===== config.mk =====
export PLATFORM = sky130hd
export DESIGN_NAME = yaw_rotated_attitude_command_mixer
export DESIGN_NICKNAME = d
export VERILOG_FILES = /design/src/ryam_pkg.sv /design/src/ryam_mul.sv /design/src/ryam_cordic.sv /design/src/yaw_rotated_attitude_command_mixer.sv
export SDC_FILE = /design/constraint.sdc
export NUM_CORES = 2
export LEC_CHECK = 0
export ABC_AREA = 1
export BUFFER_PORTS_ARGS = -buffer_cell sky130_fd_sc_hd__buf_2
export CAP_MARGIN = 20
export CORE_ASPECT_RATIO = 1.1
export CORE_UTILIZATION = 50
export DETAILED_ROUTE_END_ITERATION = 8
export PLACE_DENSITY = 0.67
export SLEW_MARGIN = 15
export SYNTH_ARGS = -nofsm -noshare
export SYNTH_HDL_FRONTEND = slang
export SYNTH_SLANG_ARGS = --single-unit

===== constraint.sdc =====
create_clock -name clock -period 7.75 [get_ports clock]
set_clock_uncertainty 0.05 [all_clocks]
set_input_delay 1.1625 -clock clock [delete_from_list [all_inputs] [get_ports clock]]
set_output_delay 1.1625 -clock clock [all_outputs]
set_load 0.02 [all_outputs]

===== src/ryam_pkg.sv =====
package ryam_pkg;

   // CSR register indexes
   localparam logic [2:0] REG_START_YAW       = 3'd0;
   localparam logic [2:0] REG_PITCH_DIRECT    = 3'd1;
   localparam logic [2:0] REG_ROLL_DIRECT     = 3'd2;
   localparam logic [2:0] REG_HOVER_UPPER     = 3'd3;
   localparam logic [2:0] REG_HOVER_LOWER     = 3'd4;
   localparam logic [2:0] REG_ALTITUDE_OFFSET = 3'd5;
   localparam logic [2:0] REG_HOVER_INITIAL   = 3'd6;

   // serial multiplier
   localparam int          COEF_W     = 21;
   localparam int          MCAND_W    = 17;
   localparam int          PROD_W     = 38;
   localparam logic [20:0] GAIN_COEF  = 21'd39797;    // 1/K in Q16
   localparam logic [20:0] STEP_COEF  = 21'd1073742;  // 0.001 in Q30

   // rotator
   localparam int                 VEC_W       = 36;
   localparam int                 ANG_W       = 30;
   localparam int                 RES_W       = 20;
   localparam logic signed [29:0] PI_Q24      = 30'sd52707179;
   localparam logic signed [29:0] TWO_PI_Q24  = 30'sd105414358;
   localparam logic signed [29:0] HALF_PI_Q24 = 30'sd26353589;

   localparam logic [15:0] HOVER_INIT_RESET = 16'd16384;
   localparam logic [15:0] HOVER_UP_RESET   = 16'd32768;

   // arctan(2^-i) in Q24
   function automatic logic signed [29:0] arc_lookup(input logic [3:0] idx);
      logic signed [29:0] r;
      unique case (idx)
         4'd0:    r = 30'sd13176795;
         4'd1:    r = 30'sd7778716;
         4'd2:    r = 30'sd4110060;
         4'd3:    r = 30'sd2086331;
         4'd4:    r = 30'sd1047214;
         4'd5:    r = 30'sd524117;
         4'd6:    r = 30'sd262124;
         4'd7:    r = 30'sd131070;
         4'd8:    r = 30'sd65536;
         4'd9:    r = 30'sd32768;
         4'd10:   r = 30'sd16384;
         4'd11:   r = 30'sd8192;
         4'd12:   r = 30'sd4096;
         4'd13:   r = 30'sd2048;
         4'd14:   r = 30'sd1024;
         default: r = 30'sd512;
      endcase
      return r;
   endfunction

   // saturate a 21-bit signed value to 16 bits
   function automatic logic signed [15:0] sat16(input logic signed [20:0] v);
      logic signed [15:0] r;
      if (v > 21'sd32767) begin
         r = 16'sh7FFF;
      end else if (v < -21'sd32768) begin
         r = 16'sh8000;
      end else begin
         r = v[15:0];
      end
      return r;
   endfunction

endpackage


===== src/ryam_mul.sv =====
// Shift-add multiplier: one coefficient bit per cycle; the product is valid when done is raised.
module ryam_mul (
   input  logic                                   clock,
   input  logic                                   reset,
   input  logic                                   start,
   input  logic signed [ryam_pkg::MCAND_W-1:0]    mcand,
   input  logic        [ryam_pkg::COEF_W-1:0]     coef,
   output logic signed [ryam_pkg::PROD_W-1:0]     product,
   output logic                                   done
);

   logic signed [ryam_pkg::PROD_W-1:0] mcand_ff, mcand_in;
   logic signed [ryam_pkg::PROD_W-1:0] acc_ff, acc_in;
   logic        [ryam_pkg::COEF_W-1:0] coef_ff, coef_in;
   logic        [4:0]                  count_ff, count_in;
   logic                               busy_ff, busy_in;
   logic                               done_ff, done_in;

   // next-state: add shifted multiplicand when the low coefficient bit is set
   always_comb begin
      mcand_in = mcand_ff;
      acc_in   = acc_ff;
      coef_in  = coef_ff;
      count_in = count_ff;
      busy_in  = busy_ff;
      done_in  = 1'b0;
      if (start) begin
         mcand_in = ryam_pkg::PROD_W'(mcand);
         acc_in   = '0;
         coef_in  = coef;
         count_in = '0;
         busy_in  = 1'b1;
      end else if (busy_ff) begin
         if (coef_ff[0]) begin
            acc_in = acc_ff + mcand_ff;
         end
         mcand_in = mcand_ff <<< 1;
         coef_in  = coef_ff >> 1;
         count_in = count_ff + 5'd1;
         if (count_ff == 5'(ryam_pkg::COEF_W - 1)) begin
            busy_in = 1'b0;
            done_in = 1'b1;
         end
      end
   end

   always_ff @(posedge clock) begin
      mcand_ff <= mcand_in;
      acc_ff   <= acc_in;
      coef_ff  <= coef_in;
      count_ff <= count_in;
      if (reset) begin
         busy_ff <= 1'b0;
         done_ff <= 1'b0;
      end else begin
         busy_ff <= busy_in;
         done_ff <= done_in;
      end
   end

   assign product = acc_ff;
   assign done    = done_ff;

endmodule


===== src/ryam_cordic.sv =====
// Iterative rotator: angle wrap, quadrant fold, then 16 CORDIC steps, one per cycle.
module ryam_cordic (
   input  logic                                  clock,
   input  logic                                  reset,
   input  logic                                  start,
   input  logic signed [ryam_pkg::VEC_W-1:0]     vx,
   input  logic signed [ryam_pkg::VEC_W-1:0]     vy,
   input  logic signed [ryam_pkg::ANG_W-1:0]     angle,
   output logic signed [ryam_pkg::RES_W-1:0]     px,
   output logic signed [ryam_pkg::RES_W-1:0]     py,
   output logic                                  done
);

   typedef enum logic [2:0] {C_IDLE, C_WRAP, C_FOLD, C_ROT, C_DONE} cstate_type;

   cstate_type                          state_ff, state_in;
   logic signed [ryam_pkg::VEC_W-1:0]   vx_ff, vx_in, vy_ff, vy_in;
   logic signed [ryam_pkg::ANG_W-1:0]   ang_ff, ang_in;
   logic        [3:0]                   step_ff, step_in;
   logic signed [ryam_pkg::VEC_W-1:0]   sx, sy, rndx, rndy;

   assign sx = vx_ff >>> step_ff;
   assign sy = vy_ff >>> step_ff;

   // sequencer
   always_comb begin
      state_in = state_ff;
      vx_in    = vx_ff;
      vy_in    = vy_ff;
      ang_in   = ang_ff;
      step_in  = step_ff;
      unique case (state_ff)
         C_IDLE: begin
            if (start) begin
               vx_in    = vx;
               vy_in    = vy;
               ang_in   = angle;
               state_in = C_WRAP;
            end
         end
         C_WRAP: begin
            if (ang_ff > ryam_pkg::PI_Q24) begin
               ang_in = ang_ff - ryam_pkg::TWO_PI_Q24;
            end else if (ang_ff < -ryam_pkg::PI_Q24) begin
               ang_in = ang_ff + ryam_pkg::TWO_PI_Q24;
            end else begin
               state_in = C_FOLD;
            end
         end
         C_FOLD: begin
            if (ang_ff > ryam_pkg::HALF_PI_Q24) begin
               ang_in = ang_ff - ryam_pkg::PI_Q24;
               vx_in  = -vx_ff;
               vy_in  = -vy_ff;
            end else if (ang_ff < -ryam_pkg::HALF_PI_Q24) begin
               ang_in = ang_ff + ryam_pkg::PI_Q24;
               vx_in  = -vx_ff;
               vy_in  = -vy_ff;
            end
            step_in  = '0;
            state_in = C_ROT;
         end
         C_ROT: begin
            if (!ang_ff[ryam_pkg::ANG_W-1]) begin
               vx_in  = vx_ff - sy;
               vy_in  = vy_ff + sx;
               ang_in = ang_ff - ryam_pkg::arc_lookup(step_ff);
            end else begin
               vx_in  = vx_ff + sy;
               vy_in  = vy_ff - sx;
               ang_in = ang_ff + ryam_pkg::arc_lookup(step_ff);
            end
            step_in = step_ff + 4'd1;
            if (step_ff == 4'd15) begin
               state_in = C_DONE;
            end
         end
         C_DONE: begin
            state_in = C_IDLE;
         end
         default: begin
            state_in = C_IDLE;
         end
      endcase
   end

   always_ff @(posedge clock) begin
      vx_ff   <= vx_in;
      vy_ff   <= vy_in;
      ang_ff  <= ang_in;
      step_ff <= step_in;
      if (reset) begin
         state_ff <= C_IDLE;
      end else begin
         state_ff <= state_in;
      end
   end

   // round Q28 results to Q12
   assign rndx = vx_ff + 36'sd32768;
   assign rndy = vy_ff + 36'sd32768;
   assign px   = rndx[35:16];
   assign py   = rndy[35:16];
   assign done = (state_ff == C_DONE);

endmodule


===== src/yaw_rotated_attitude_command_mixer.sv =====
// Yaw-rotated attitude command mixer. One word in gives one word out. An accepted
// word runs through a shift-add multiply (rotator prescale and hover-average step),
// a handoff to the rotator, the angle wrap, the quadrant fold and the CORDIC
// iteration, then the finish step. req_stall stays high while a word is in work and
// while the finished word waits for the output register. CSR writes are always
// ready; writing hover_initial also presets the hover average.
module yaw_rotated_attitude_command_mixer (
   input  logic               clock,
   input  logic               reset,
   // input words
   input  logic               req_valid,
   output logic               req_stall,
   input  logic signed [15:0] req_x_command,
   input  logic signed [15:0] req_y_command,
   input  logic signed [15:0] req_heading_command,
   input  logic signed [15:0] req_altitude_command,
   input  logic signed [15:0] req_measured_yaw,
   input  logic signed [15:0] req_stick_roll,
   input  logic signed [15:0] req_stick_pitch,
   input  logic signed [15:0] req_stick_yaw,
   input  logic               req_offboard,
   input  logic               req_pilot_accept,
   input  logic               req_pilot_override,
   input  logic               req_pilot_interrupt,
   // result words
   output logic               rsp_valid,
   input  logic               rsp_stall,
   output logic signed [15:0] rsp_roll_out,
   output logic signed [15:0] rsp_pitch_out,
   output logic signed [15:0] rsp_yaw_out,
   output logic        [15:0] rsp_throttle_out,
   output logic               rsp_pilot_in_control,
   // CSR writes
   input  logic               csr_valid,
   output logic               csr_ready,
   input  logic        [2:0]  csr_index,
   input  logic        [15:0] csr_data
);

   typedef enum logic [1:0] {ST_IDLE, ST_MUL, ST_ROT, ST_FINISH} state_type;

   state_type          state_ff;
   logic               accept;

   // CSRs
   logic signed [15:0] start_yaw_ff;
   logic               pitch_direct_ff, roll_direct_ff;
   logic        [15:0] hover_upper_ff, hover_lower_ff;
   logic signed [15:0] altitude_offset_ff;
   logic        [31:0] hover_avg_ff, hover_avg_in;

   // latched word
   logic signed [15:0] x_ff, y_ff, head_ff, alt_ff, myaw_ff, sroll_ff, spitch_ff, syaw_ff;
   logic               offb_ff, pilot_ff;

   // output register
   logic               rsp_valid_ff;
   logic signed [15:0] roll_out_ff, pitch_out_ff, yaw_out_ff;
   logic        [15:0] thr_out_ff;
   logic               pilot_out_ff;

   // datapath
   logic signed [ryam_pkg::PROD_W-1:0] prod_x, prod_y, prod_e;
   logic                               done_x, done_y, done_e, mul_done;
   logic signed [16:0]                 err_in;
   logic signed [ryam_pkg::ANG_W-1:0]  rot_angle;
   logic signed [16:0]                 yaw_diff;
   logic signed [ryam_pkg::RES_W-1:0]  rot_x, rot_y;
   logic                               rot_done;
   logic                               out_free;

   logic signed [15:0] roll_sel, pitch_sel, yaw_cmd, yaw_sat;
   logic signed [16:0] yaw_sum;
   logic signed [34:0] thr_sum, thr_clamped, thr_rnd;
   logic        [15:0] thr_val;
   logic signed [ryam_pkg::PROD_W-1:0] step_rnd;
   logic signed [33:0] avg_next, upper_lim, lower_lim;

   assign accept    = req_valid && !req_stall;
   assign req_stall = (state_ff != ST_IDLE);
   assign csr_ready = 1'b1;
   assign out_free  = !rsp_valid_ff || !rsp_stall;

   // input latch
   always_ff @(posedge clock) begin
      if (accept) begin
         x_ff      <= req_x_command;
         y_ff      <= req_y_command;
         head_ff   <= req_heading_command;
         alt_ff    <= req_altitude_command;
         myaw_ff   <= req_measured_yaw;
         sroll_ff  <= req_stick_roll;
         spitch_ff <= req_stick_pitch;
         syaw_ff   <= req_stick_yaw;
         offb_ff   <= req_offboard;
         pilot_ff  <= req_pilot_accept && (req_pilot_override || req_pilot_interrupt);
      end
   end

   // serial multiplies start at accept
   assign err_in = 17'(req_altitude_command) - 17'(altitude_offset_ff);

   ryam_mul u_mul_x (
      .clock   (clock),
      .reset   (reset),
      .start   (accept),
      .mcand   (17'(req_x_command)),
      .coef    (ryam_pkg::GAIN_COEF),
      .product (prod_x),
      .done    (done_x)
   );

   ryam_mul u_mul_y (
      .clock   (clock),
      .reset   (reset),
      .start   (accept),
      .mcand   (17'(req_y_command)),
      .coef    (ryam_pkg::GAIN_COEF),
      .product (prod_y),
      .done    (done_y)
   );

   ryam_mul u_mul_e (
      .clock   (clock),
      .reset   (reset),
      .start   (accept),
      .mcand   (err_in),
      .coef    (ryam_pkg::STEP_COEF),
      .product (prod_e),
      .done    (done_e)
   );

   assign mul_done = done_x && done_y && done_e;

   // angle relative to start yaw, Q24
   assign yaw_diff  = 17'(myaw_ff) - 17'(start_yaw_ff);
   assign rot_angle = ryam_pkg::ANG_W'(yaw_diff) <<< 12;

   ryam_cordic u_cordic (
      .clock (clock),
      .reset (reset),
      .start (state_ff == ST_MUL && mul_done),
      .vx    (prod_x[ryam_pkg::VEC_W-1:0]),
      .vy    (prod_y[ryam_pkg::VEC_W-1:0]),
      .angle (rot_angle),
      .px    (rot_x),
      .py    (rot_y),
      .done  (rot_done)
   );

   // attitude selection
   always_comb begin
      pitch_sel = pitch_direct_ff ? spitch_ff : ryam_pkg::sat16(21'(rot_x));
      roll_sel  = roll_direct_ff ? sroll_ff : ryam_pkg::sat16(-21'(rot_y));
      yaw_cmd   = head_ff;
      if (pilot_ff) begin
         pitch_sel = spitch_ff;
         roll_sel  = sroll_ff;
         yaw_cmd   = syaw_ff;
      end
      yaw_sum = 17'(myaw_ff) + 17'(yaw_cmd);
      yaw_sat = ryam_pkg::sat16(21'(yaw_sum));
   end

   // throttle from the average before this word's update
   always_comb begin
      thr_sum = (35'(alt_ff) <<< 16) + $signed({3'b000, hover_avg_ff});
      if (thr_sum > 35'sh080000000) begin
         thr_clamped = 35'sh080000000;
      end else if (thr_sum < 35'sd0) begin
         thr_clamped = '0;
      end else begin
         thr_clamped = thr_sum;
      end
      thr_rnd = thr_clamped + 35'sd32768;
      thr_val = thr_rnd[31:16];
   end

   // hover average step and clamp
   always_comb begin
      step_rnd  = (prod_e + 38'sd8192) >>> 14;
      avg_next  = $signed({2'b00, hover_avg_ff}) + 34'(step_rnd);
      upper_lim = $signed({2'b00, hover_upper_ff, 16'h0000});
      lower_lim = $signed({2'b00, hover_lower_ff, 16'h0000});
      hover_avg_in = hover_avg_ff;
      if (state_ff == ST_FINISH && out_free && offb_ff) begin
         if (avg_next > upper_lim) begin
            hover_avg_in = upper_lim[31:0];
         end else if (avg_next < lower_lim) begin
            hover_avg_in = lower_lim[31:0];
         end else begin
            hover_avg_in = avg_next[31:0];
         end
      end
      if (csr_valid && csr_ready && csr_index == ryam_pkg::REG_HOVER_INITIAL) begin
         hover_avg_in = {csr_data, 16'h0000};
      end
   end

   // CSR bank
   always_ff @(posedge clock) begin
      if (reset) begin
         start_yaw_ff       <= '0;
         pitch_direct_ff    <= 1'b0;
         roll_direct_ff     <= 1'b0;
         hover_upper_ff     <= ryam_pkg::HOVER_UP_RESET;
         hover_lower_ff     <= '0;
         altitude_offset_ff <= '0;
         hover_avg_ff       <= {ryam_pkg::HOVER_INIT_RESET, 16'h0000};
      end else begin
         hover_avg_ff <= hover_avg_in;
         if (csr_valid && csr_ready) begin
            unique case (csr_index)
               ryam_pkg::REG_START_YAW:       start_yaw_ff       <= csr_data;
               ryam_pkg::REG_PITCH_DIRECT:    pitch_direct_ff    <= csr_data[0];
               ryam_pkg::REG_ROLL_DIRECT:     roll_direct_ff     <= csr_data[0];
               ryam_pkg::REG_HOVER_UPPER:     hover_upper_ff     <= csr_data;
               ryam_pkg::REG_HOVER_LOWER:     hover_lower_ff     <= csr_data;
               ryam_pkg::REG_ALTITUDE_OFFSET: altitude_offset_ff <= csr_data;
               // only presets the average, done above
               ryam_pkg::REG_HOVER_INITIAL:   ;
               default: ;
            endcase
         end
      end
   end

   // sequencer and output register
   always_ff @(posedge clock) begin
      if (reset) begin
         state_ff     <= ST_IDLE;
         rsp_valid_ff <= 1'b0;
      end else begin
         if (state_ff == ST_FINISH && out_free) begin
            rsp_valid_ff <= 1'b1;
         end else if (rsp_valid_ff && !rsp_stall) begin
            rsp_valid_ff <= 1'b0;
         end
         unique case (state_ff)
            ST_IDLE: begin
               if (accept) begin
                  state_ff <= ST_MUL;
               end
            end
            ST_MUL: begin
               if (mul_done) begin
                  state_ff <= ST_ROT;
               end
            end
            ST_ROT: begin
               if (rot_done) begin
                  state_ff <= ST_FINISH;
               end
            end
            ST_FINISH: begin
               if (out_free) begin
                  state_ff <= ST_IDLE;
               end
            end
            default: state_ff <= ST_IDLE;
         endcase
      end
      if (state_ff == ST_FINISH && out_free) begin
         roll_out_ff  <= roll_sel;
         pitch_out_ff <= pitch_sel;
         yaw_out_ff   <= yaw_sat;
         thr_out_ff   <= thr_val;
         pilot_out_ff <= pilot_ff;
      end
   end

   assign rsp_valid            = rsp_valid_ff;
   assign rsp_roll_out         = roll_out_ff;
   assign rsp_pitch_out        = pitch_out_ff;
   assign rsp_yaw_out          = yaw_out_ff;
   assign rsp_throttle_out     = thr_out_ff;
   assign rsp_pilot_in_control = pilot_out_ff;

   // checks
   a_accept_busy: assert property (@(posedge clock) disable iff (reset)
      accept |=> state_ff == ST_MUL)
      else $error("accepted word did not start the multiplier");

   a_mul_in_phase: assert property (@(posedge clock) disable iff (reset)
      mul_done |-> state_ff == ST_MUL)
      else $error("multiplier finished outside the multiply phase");

   a_rot_in_phase: assert property (@(posedge clock) disable iff (reset)
      rot_done |-> state_ff == ST_ROT)
      else $error("rotator finished outside the rotate phase");

   a_rsp_source: assert property (@(posedge clock) disable iff (reset)
      $rose(rsp_valid_ff) |-> $past(state_ff) == ST_FINISH)
      else $error("result word appeared without a finish cycle");

   a_thr_range: assert property (@(posedge clock) disable iff (reset)
      rsp_valid_ff |-> thr_out_ff <= 16'd32768)
      else $error("throttle above 1.0");

endmodule


**Word level (Yosys, flattened, before mapping)**

Memory sizes are Yosys's and may differ from the RTL's. A register that Yosys moved wholly into a read port is not among the register bits.
Cells that the tools add are included.

- Add/sub/neg operators: 29
- Multiply operators: 0
- Divide/modulo/power cells: 0
- Magnitude comparators: 14
- Equality and inequality tests: 27
- Shifts and indexed selects: 2
- Mux-type cells: 70
- Bitwise logic cells: 3
- Reduce and logical (&&, ||, !) cells: 43

Operators by type and width:

| kind | count |
|---|---|
| 30-bit two-way mux | 10 |
| 36-bit two-way mux | 8 |
| 38-bit two-way mux | 6 |
| 36-bit case mux with 3 select lines | 2 |
| 32-bit two-way mux | 6 |
| 16-bit two-way mux | 10 |
| 30-bit case mux with 4 select lines | 1 |
| 38-bit adder | 3 |
| 36-bit by 17-bit adder with 36-bit output (second input constant) | 2 |
| 36-bit adder | 2 |
| 36-bit negation | 2 |
| 36-bit by 4-bit >>> shifter with 36-bit output | 2 |
| 36-bit subtractor | 2 |
| 38-bit by 15-bit adder with 38-bit output (second input constant) | 1 |
| 32-bit by 33-bit adder with 34-bit output | 1 |
| 33-bit by 24-bit adder with 34-bit output | 1 |
| 34-bit by 33-bit > comparator with 1-bit output | 1 |
| 34-bit by 33-bit > comparator with 1-bit output (second input constant) | 1 |
| 34-bit by 1-bit < comparator with 1-bit output (second input constant) | 1 |
| 34-bit by 33-bit < comparator with 1-bit output | 1 |
| 16-bit by 16-bit subtractor with 17-bit output | 2 |
| 32-bit by 17-bit adder with 32-bit output (second input constant) | 1 |
| 30-bit by 27-bit adder with 30-bit output (second input constant) | 1 |
| 30-bit by 28-bit adder with 30-bit output (second input constant) | 1 |
| other kinds (49) | 120 |

- Register bits: 675
- Bits in latches: 0
- Bits in writable memories: 0
- ROM bits: 768
- Input bits: 156
- Output and inout bits: 68
- Logic and storage cells: 236
- Memories kept: 2

Memory list:

| name | words | width | rd ports | clocked after Yosys merged registers in | write ports | RTL line | text |
|---|---|---|---|---|---|---|---|
| (no name shown) | 16 | 24 | 1 | 1 | 0 | ryam_pkg.sv:33 | `unique case (idx)` |
| (no name shown) | 16 | 24 | 1 | 1 | 0 | ryam_pkg.sv:33 |  |

**Depth between registers and ports, before layout**

- Depth in word-level cells: 7
- Depth in mapped cells: 41
- Gate-level depth less buffers: 40

**By module**

Synthesis repeated with hierarchy kept, for this count alone.

- Cell total of the unflattened synthesis: 9552
- Area, all modules: 62866.5 um^2

Modules (own cells, without submodules):

| module | times used | cells an instance | area each (um^2) |
|---|---|---|---|
| ryam_cordic | 1 | 4215 | 24569.8 |
| ryam_mul | 3 | 1002 | 6825.3 |
| yaw_rotated_attitude_command_mixer | 1 | 2331 | 17820.8 |

**Worst setup path before layout**

OpenSTA, ideal clock, no wires.

- Path kind: input-to-reg
- Start: in rsp_stall
- End: reg hover_avg_ff[30]
- Library setup time: 0.060 ns
- Arrival: 6.331 ns
- Slack: 1.309 ns
- Stages on the path: 8
- Cells stage by stage: a21oi_1 -> nand2_1 -> nor2_1 -> clkbuf_1 -> o21ai_0 -> inv_1 -> nand2_1 -> nand2_1

- Word-level cells in the longest chain between the ends: 5

RTL lines:

| item | RTL line | text |
|---|---|---|
| from (decl) | yaw_rotated_attitude_command_mixer.sv:27 | `input logic rsp_stall,` |
| 1-bit logical NOT | yaw_rotated_attitude_command_mixer.sv:82 | `assign out_free = !rsp_valid_ff \|\| !rsp_stall;` |
| 1-bit logical OR | yaw_rotated_attitude_command_mixer.sv:82 |  |
| 1-bit logical AND (2 in series) | yaw_rotated_attitude_command_mixer.sv:186 | `if (state_ff == ST_FINISH && out_free && offb_ff) begin` |
| 2-bit nonzero test (no line) | n/a |  |
| to (signal assigned) | yaw_rotated_attitude_command_mixer.sv:209 | `hover_avg_ff <= {ryam_pkg::HOVER_INIT_RESET, 16'h0000};` |
| to (signal assigned) | yaw_rotated_attitude_command_mixer.sv:211 | `hover_avg_ff <= hover_avg_in;` |
| to (decl) | yaw_rotated_attitude_command_mixer.sv:50 | `logic [31:0] hover_avg_ff, hover_avg_in;` |

No other way between the ends.
A chain may end at the register's enable or synchronous reset.

**Worst setup path in the final report**

- Start: reg u_mul_e.acc_ff, in the netlist u_mul_e.product[13]
- End: reg hover_avg_ff[15]

- Word-level cells in the longest chain between the ends: 5

RTL lines:

| item | RTL line | text |
|---|---|---|
| from (decl) | ryam_mul.sv:13 | `logic signed [ryam_pkg::PROD_W-1:0] acc_ff, acc_in;` |
| from (signal assigned) | ryam_mul.sv:49 | `acc_ff <= acc_in;` |
| 38-bit by 15-bit adder with 38-bit output * | yaw_rotated_attitude_command_mixer.sv:181 | `step_rnd = (prod_e + 38'sd8192) >>> 14;` |
| 33-bit by 24-bit adder with 34-bit output * | yaw_rotated_attitude_command_mixer.sv:182 | `avg_next = $signed({2'b00, hover_avg_ff}) + 34'(step_rnd);` |
| 34-bit by 33-bit < comparator with 1-bit output | yaw_rotated_attitude_command_mixer.sv:189 | `end else if (avg_next < lower_lim) begin` |
| 32-bit two-way mux | yaw_rotated_attitude_command_mixer.sv:189 |  |
| 32-bit two-way mux * | yaw_rotated_attitude_command_mixer.sv:187 | `if (avg_next > upper_lim) begin` |

Every way passes the cells marked *; elsewhere a longest branch is shown, timed or not.

==> impl_results.md <==
- Result of the run: finished, final reports clean
- Most common library cell in the layout ignoring fill and taps: sky130_fd_sc_hd__nand2_1
- Number of global-route vias before repair: 53400
- Number of buffers inserted by hold repair at cts: 0
- Peak ir drop on the vdd network: 0.273 mV
- DRC Markers: 0
- Routed WL: 206000 um
- Total negative slack for setup checks: 0 ns
- Post-layout net count: 9119
- Most instantiated flip-flop cell in the synthesis netlist: sky130_fd_sc_hd__edfxtp_1
- Area taken by multi-input logic gates: 34800 um^2
- First-pass GRT wire length: 313000 um
- Mean instance size in the synthesized netlist: 6.80 um^2
- Worst hold slack: 0.405 ns
- Final period util: 89.8%
- WP data required: 8.33 ns
- Worst setup path class: register to register
- Number of iterations in the first detailed-routing pass: 6
- Clk_lat worst skew: 0.71 ns
- Critical path capture point type: register
- Startpoint class of the critical path: register
- Largest stage delay on the critical path: 0.39 ns
- Unrepaired setup endpoints after global routing: false
- Commonest non-fill, non-tap cells in the layout: 2063 x sky130_fd_sc_hd__nand2_1, 1058 x sky130_fd_sc_hd__inv_1, 774 x sky130_fd_sc_hd__nor2_1
- Count of buffer and inverter cells on the critical path: 6
- Number of enable flip-flop cells after synthesis: 379
- Flops & latches, synth: 690
- Register area: 17600 um^2
- Power after layout: 17.8 mW
- Count of input and output buffers: 222
- Num CTS Buffers: 81
- Signed area change from the synthesized netlist to the final layout: 9.18%
- Number of top-level pins: 224
- Path category of the worst min-delay check: register to register
- Final-report max-slew violation count: 0
- Maximum root-to-sink buffer count: 3
- Leakage power: 29.3 nW
- Setup ws final: 0.789 ns
- Setup WS pre-CTS: 0.877 ns
- Number of fill cells in the layout: 11300
- Final setup violation count: 0
- Post-CTS setup buffer count: 0
- GRT Resource Usage Total: 34.4%
- Total number of vias: 57800
- Number of violations of the max-capacitance limit: 0
- Worst-margin pin slew: 1.13 ns
- Most used cell along the critical path: sky130_fd_sc_hd__nand2_1
- Chip height: 358 um
- Number of H-tree levels: 3
- Number of vias per cell: 5.70
- Core Util, Final: 55.0%
- Layout cells sized above 1: 6.81%
- Antenna violations before repair: 8
- DP HPWL: 162000 um
- Count of synthesis-stage warnings from yosys: 0
- Maximum clock rate: 0.144 GHz
- Family with the most delay on the worst path: simple AND/OR/NAND/NOR gates
- Net count of the mapped netlist: 9019
- Minimum period implied by the final worst setup slack: 6.96 ns
- Maximum number of pins on one net before global-route repair: 114
- Async set-or-reset flop fraction in the synthesized netlist: 0%
- Final Hold Vio Count: 0
- CTS tree: done
- Number of resized instances in the post-cts repair step: 0
- Number of distinct library cell variants in the gate-level netlist after synthesis: 78
- Clock tree sinks: 690
- Std-Cell Core Area: 114000 um^2
- Sequential share of the synthesized area: 30.6%
- Routed wirelength normalized by instance count: 20.3 um
- Residual overflow from global routing: 0
- Post-Synthesis Cell Area: 57500 um^2
- Die footprint: 116000 um^2
- Clock-pin transition on the worst setup and hold timing paths: 0.06 ns
- Die W: 325 um
- Standard-cell row count: 130
- Slowest CP cell: sky130_fd_sc_hd__dfxtp_1
- Remaining max-slew budget at the tightest pin: 24.6%
- Arrival time of the worst setup path: 7.54 ns
- Post-synthesis instance total: 8449
- Final Wtd Congestion: 0.986
- CP max FO: 23
- Initial DRC count: 5808
- Clock root cell: sky130_fd_sc_hd__clkbuf_16
- Initial core utilization: 50.4%
- Post-DRT Antenna Nets: 0
- Power per standard cell area: 283 nW/um^2
[tightest hold or removal path, cell delays in order, from the launching register on]
cell	delay [ns]
sky130_fd_sc_hd__dfxtp_1	0.32
sky130_fd_sc_hd__nand2_1	0.05
sky130_fd_sc_hd__nand3_1	0.05
[report_power, final]
group,leakage (nW),internal [mW],switching (mW),total (mW)
registers,6.12,5.07,0.694,5.77
clock network,1.36,2.28,1.77,4.05
logic,21.8,2.69,5.27,7.96
total,29.3,10.0,7.74,17.8
[layer usage]
layer / global-route usage, % / share of wire [%] / vias to the layer above
met5: 0 / 0.010 / -
met4: 13.4 / 3.8 / 4
met3: 4.36 / 6.8 / 349
met2: 56.2 / 45 / 2127
met1: 46.3 / 44 / 26700
li1: - / - / 28600
[kinds of logic after synthesis]
kind of cell	share of synthesized area [%]
AOI/OAI and AO/OA	18.2
and+or+nand+nor	28.3
DFF	30.6
muxes	0.281
buffers and inverters	9.01
other	0.00652
xor gates and xnor gates	4.40
adders and majority gates	9.17
[synthesized netlist by cell type, types with 16 or more instances]
cell type | number | area, um^2
sky130_fd_sc_hd__buf_2 | 36 | 180
sky130_fd_sc_hd__buf_1 | 34 | 128
sky130_fd_sc_hd__inv_1 | 1060 | 3980
sky130_fd_sc_hd__nor4_1 | 40 | 250
sky130_fd_sc_hd__o21ai_0 | 686 | 3430
sky130_fd_sc_hd__nor3_1 | 129 | 646
sky130_fd_sc_hd__o221ai_1 | 30 | 263
sky130_fd_sc_hd__a21o_1 | 42 | 315
sky130_fd_sc_hd__dfxtp_1 | 311 | 6230
sky130_fd_sc_hd__xnor2_1 | 75 | 657
sky130_fd_sc_hd__xor2_1 | 209 | 1830
sky130_fd_sc_hd__nand4_1 | 135 | 845
sky130_fd_sc_hd__a221oi_1 | 16 | 140
sky130_fd_sc_hd__ha_1 | 402 | 5030
sky130_fd_sc_hd__o21ai_1 | 49 | 245
sky130_fd_sc_hd__o21a_1 | 22 | 165
sky130_fd_sc_hd__a31oi_1 | 77 | 482
sky130_fd_sc_hd__nand3b_1 | 18 | 135
sky130_fd_sc_hd__clkbuf_1 | 180 | 676
sky130_fd_sc_hd__o211ai_1 | 100 | 751
sky130_fd_sc_hd__nand3_1 | 541 | 2710
sky130_fd_sc_hd__o21bai_1 | 78 | 586
sky130_fd_sc_hd__nand2_1 | 2066 | 7750
sky130_fd_sc_hd__or2_2 | 67 | 419
sky130_fd_sc_hd__a21oi_1 | 658 | 3290
sky130_fd_sc_hd__nor2_1 | 781 | 2930
sky130_fd_sc_hd__edfxtp_1 | 379 | 11400
[metrics by stage]
step           cell area (um^2)  cells
3_5_place_dp              59900   9982
5_1_grt                   62800  10100
6_report                  62800  10100
2_1_floorplan             57500   8449
4_1_cts                   62700  10100
3_3_place_gp              59900   9982
[path summary, 6_finish.rpt]
| check | from | endpoint | slack (ns) | depth (start not counted) |
|---|---|---|---|---|
| setup reg to reg | u_mul_e.product[13] | hover_avg_ff[15] | 0.79 | 39 |
| hold / removal | u_mul_y.coef_ff[9] | u_mul_y.coef_ff[9] | 0.41 | 2 |
| setup / recovery | u_mul_e.product[13] | hover_avg_ff[15] | 0.79 | 39 |
| hold reg to reg | u_mul_y.coef_ff[9] | u_mul_y.coef_ff[9] | 0.41 | 2 |
[sequential cells by signal, indices dropped and copies added, names as in the netlist, 21 cells and up, named ones only]
name and count:
u_mul_e.mcand_ff 38, u_mul_e.product 38, u_cordic.vx_ff 36, u_cordic.vy_ff 36
u_mul_x.mcand_ff 36, u_mul_x.product 36, u_mul_y.mcand_ff 36, u_mul_y.product 36
hover_avg_ff 32, u_cordic.ang_ff 30, u_mul_e.coef_ff 21
[layout make-up]
cell class	count	area share, %
antenna	3	0.0120
clock buffer	97	3.51
clock inverter	54	0.977
inverter	1073	6.43
multi-input combinational	6417	55.4
sequential	690	28.1
tap	1518	3.03
timing repair buffer	286	2.57
Power figures use the tool's default switching activity.
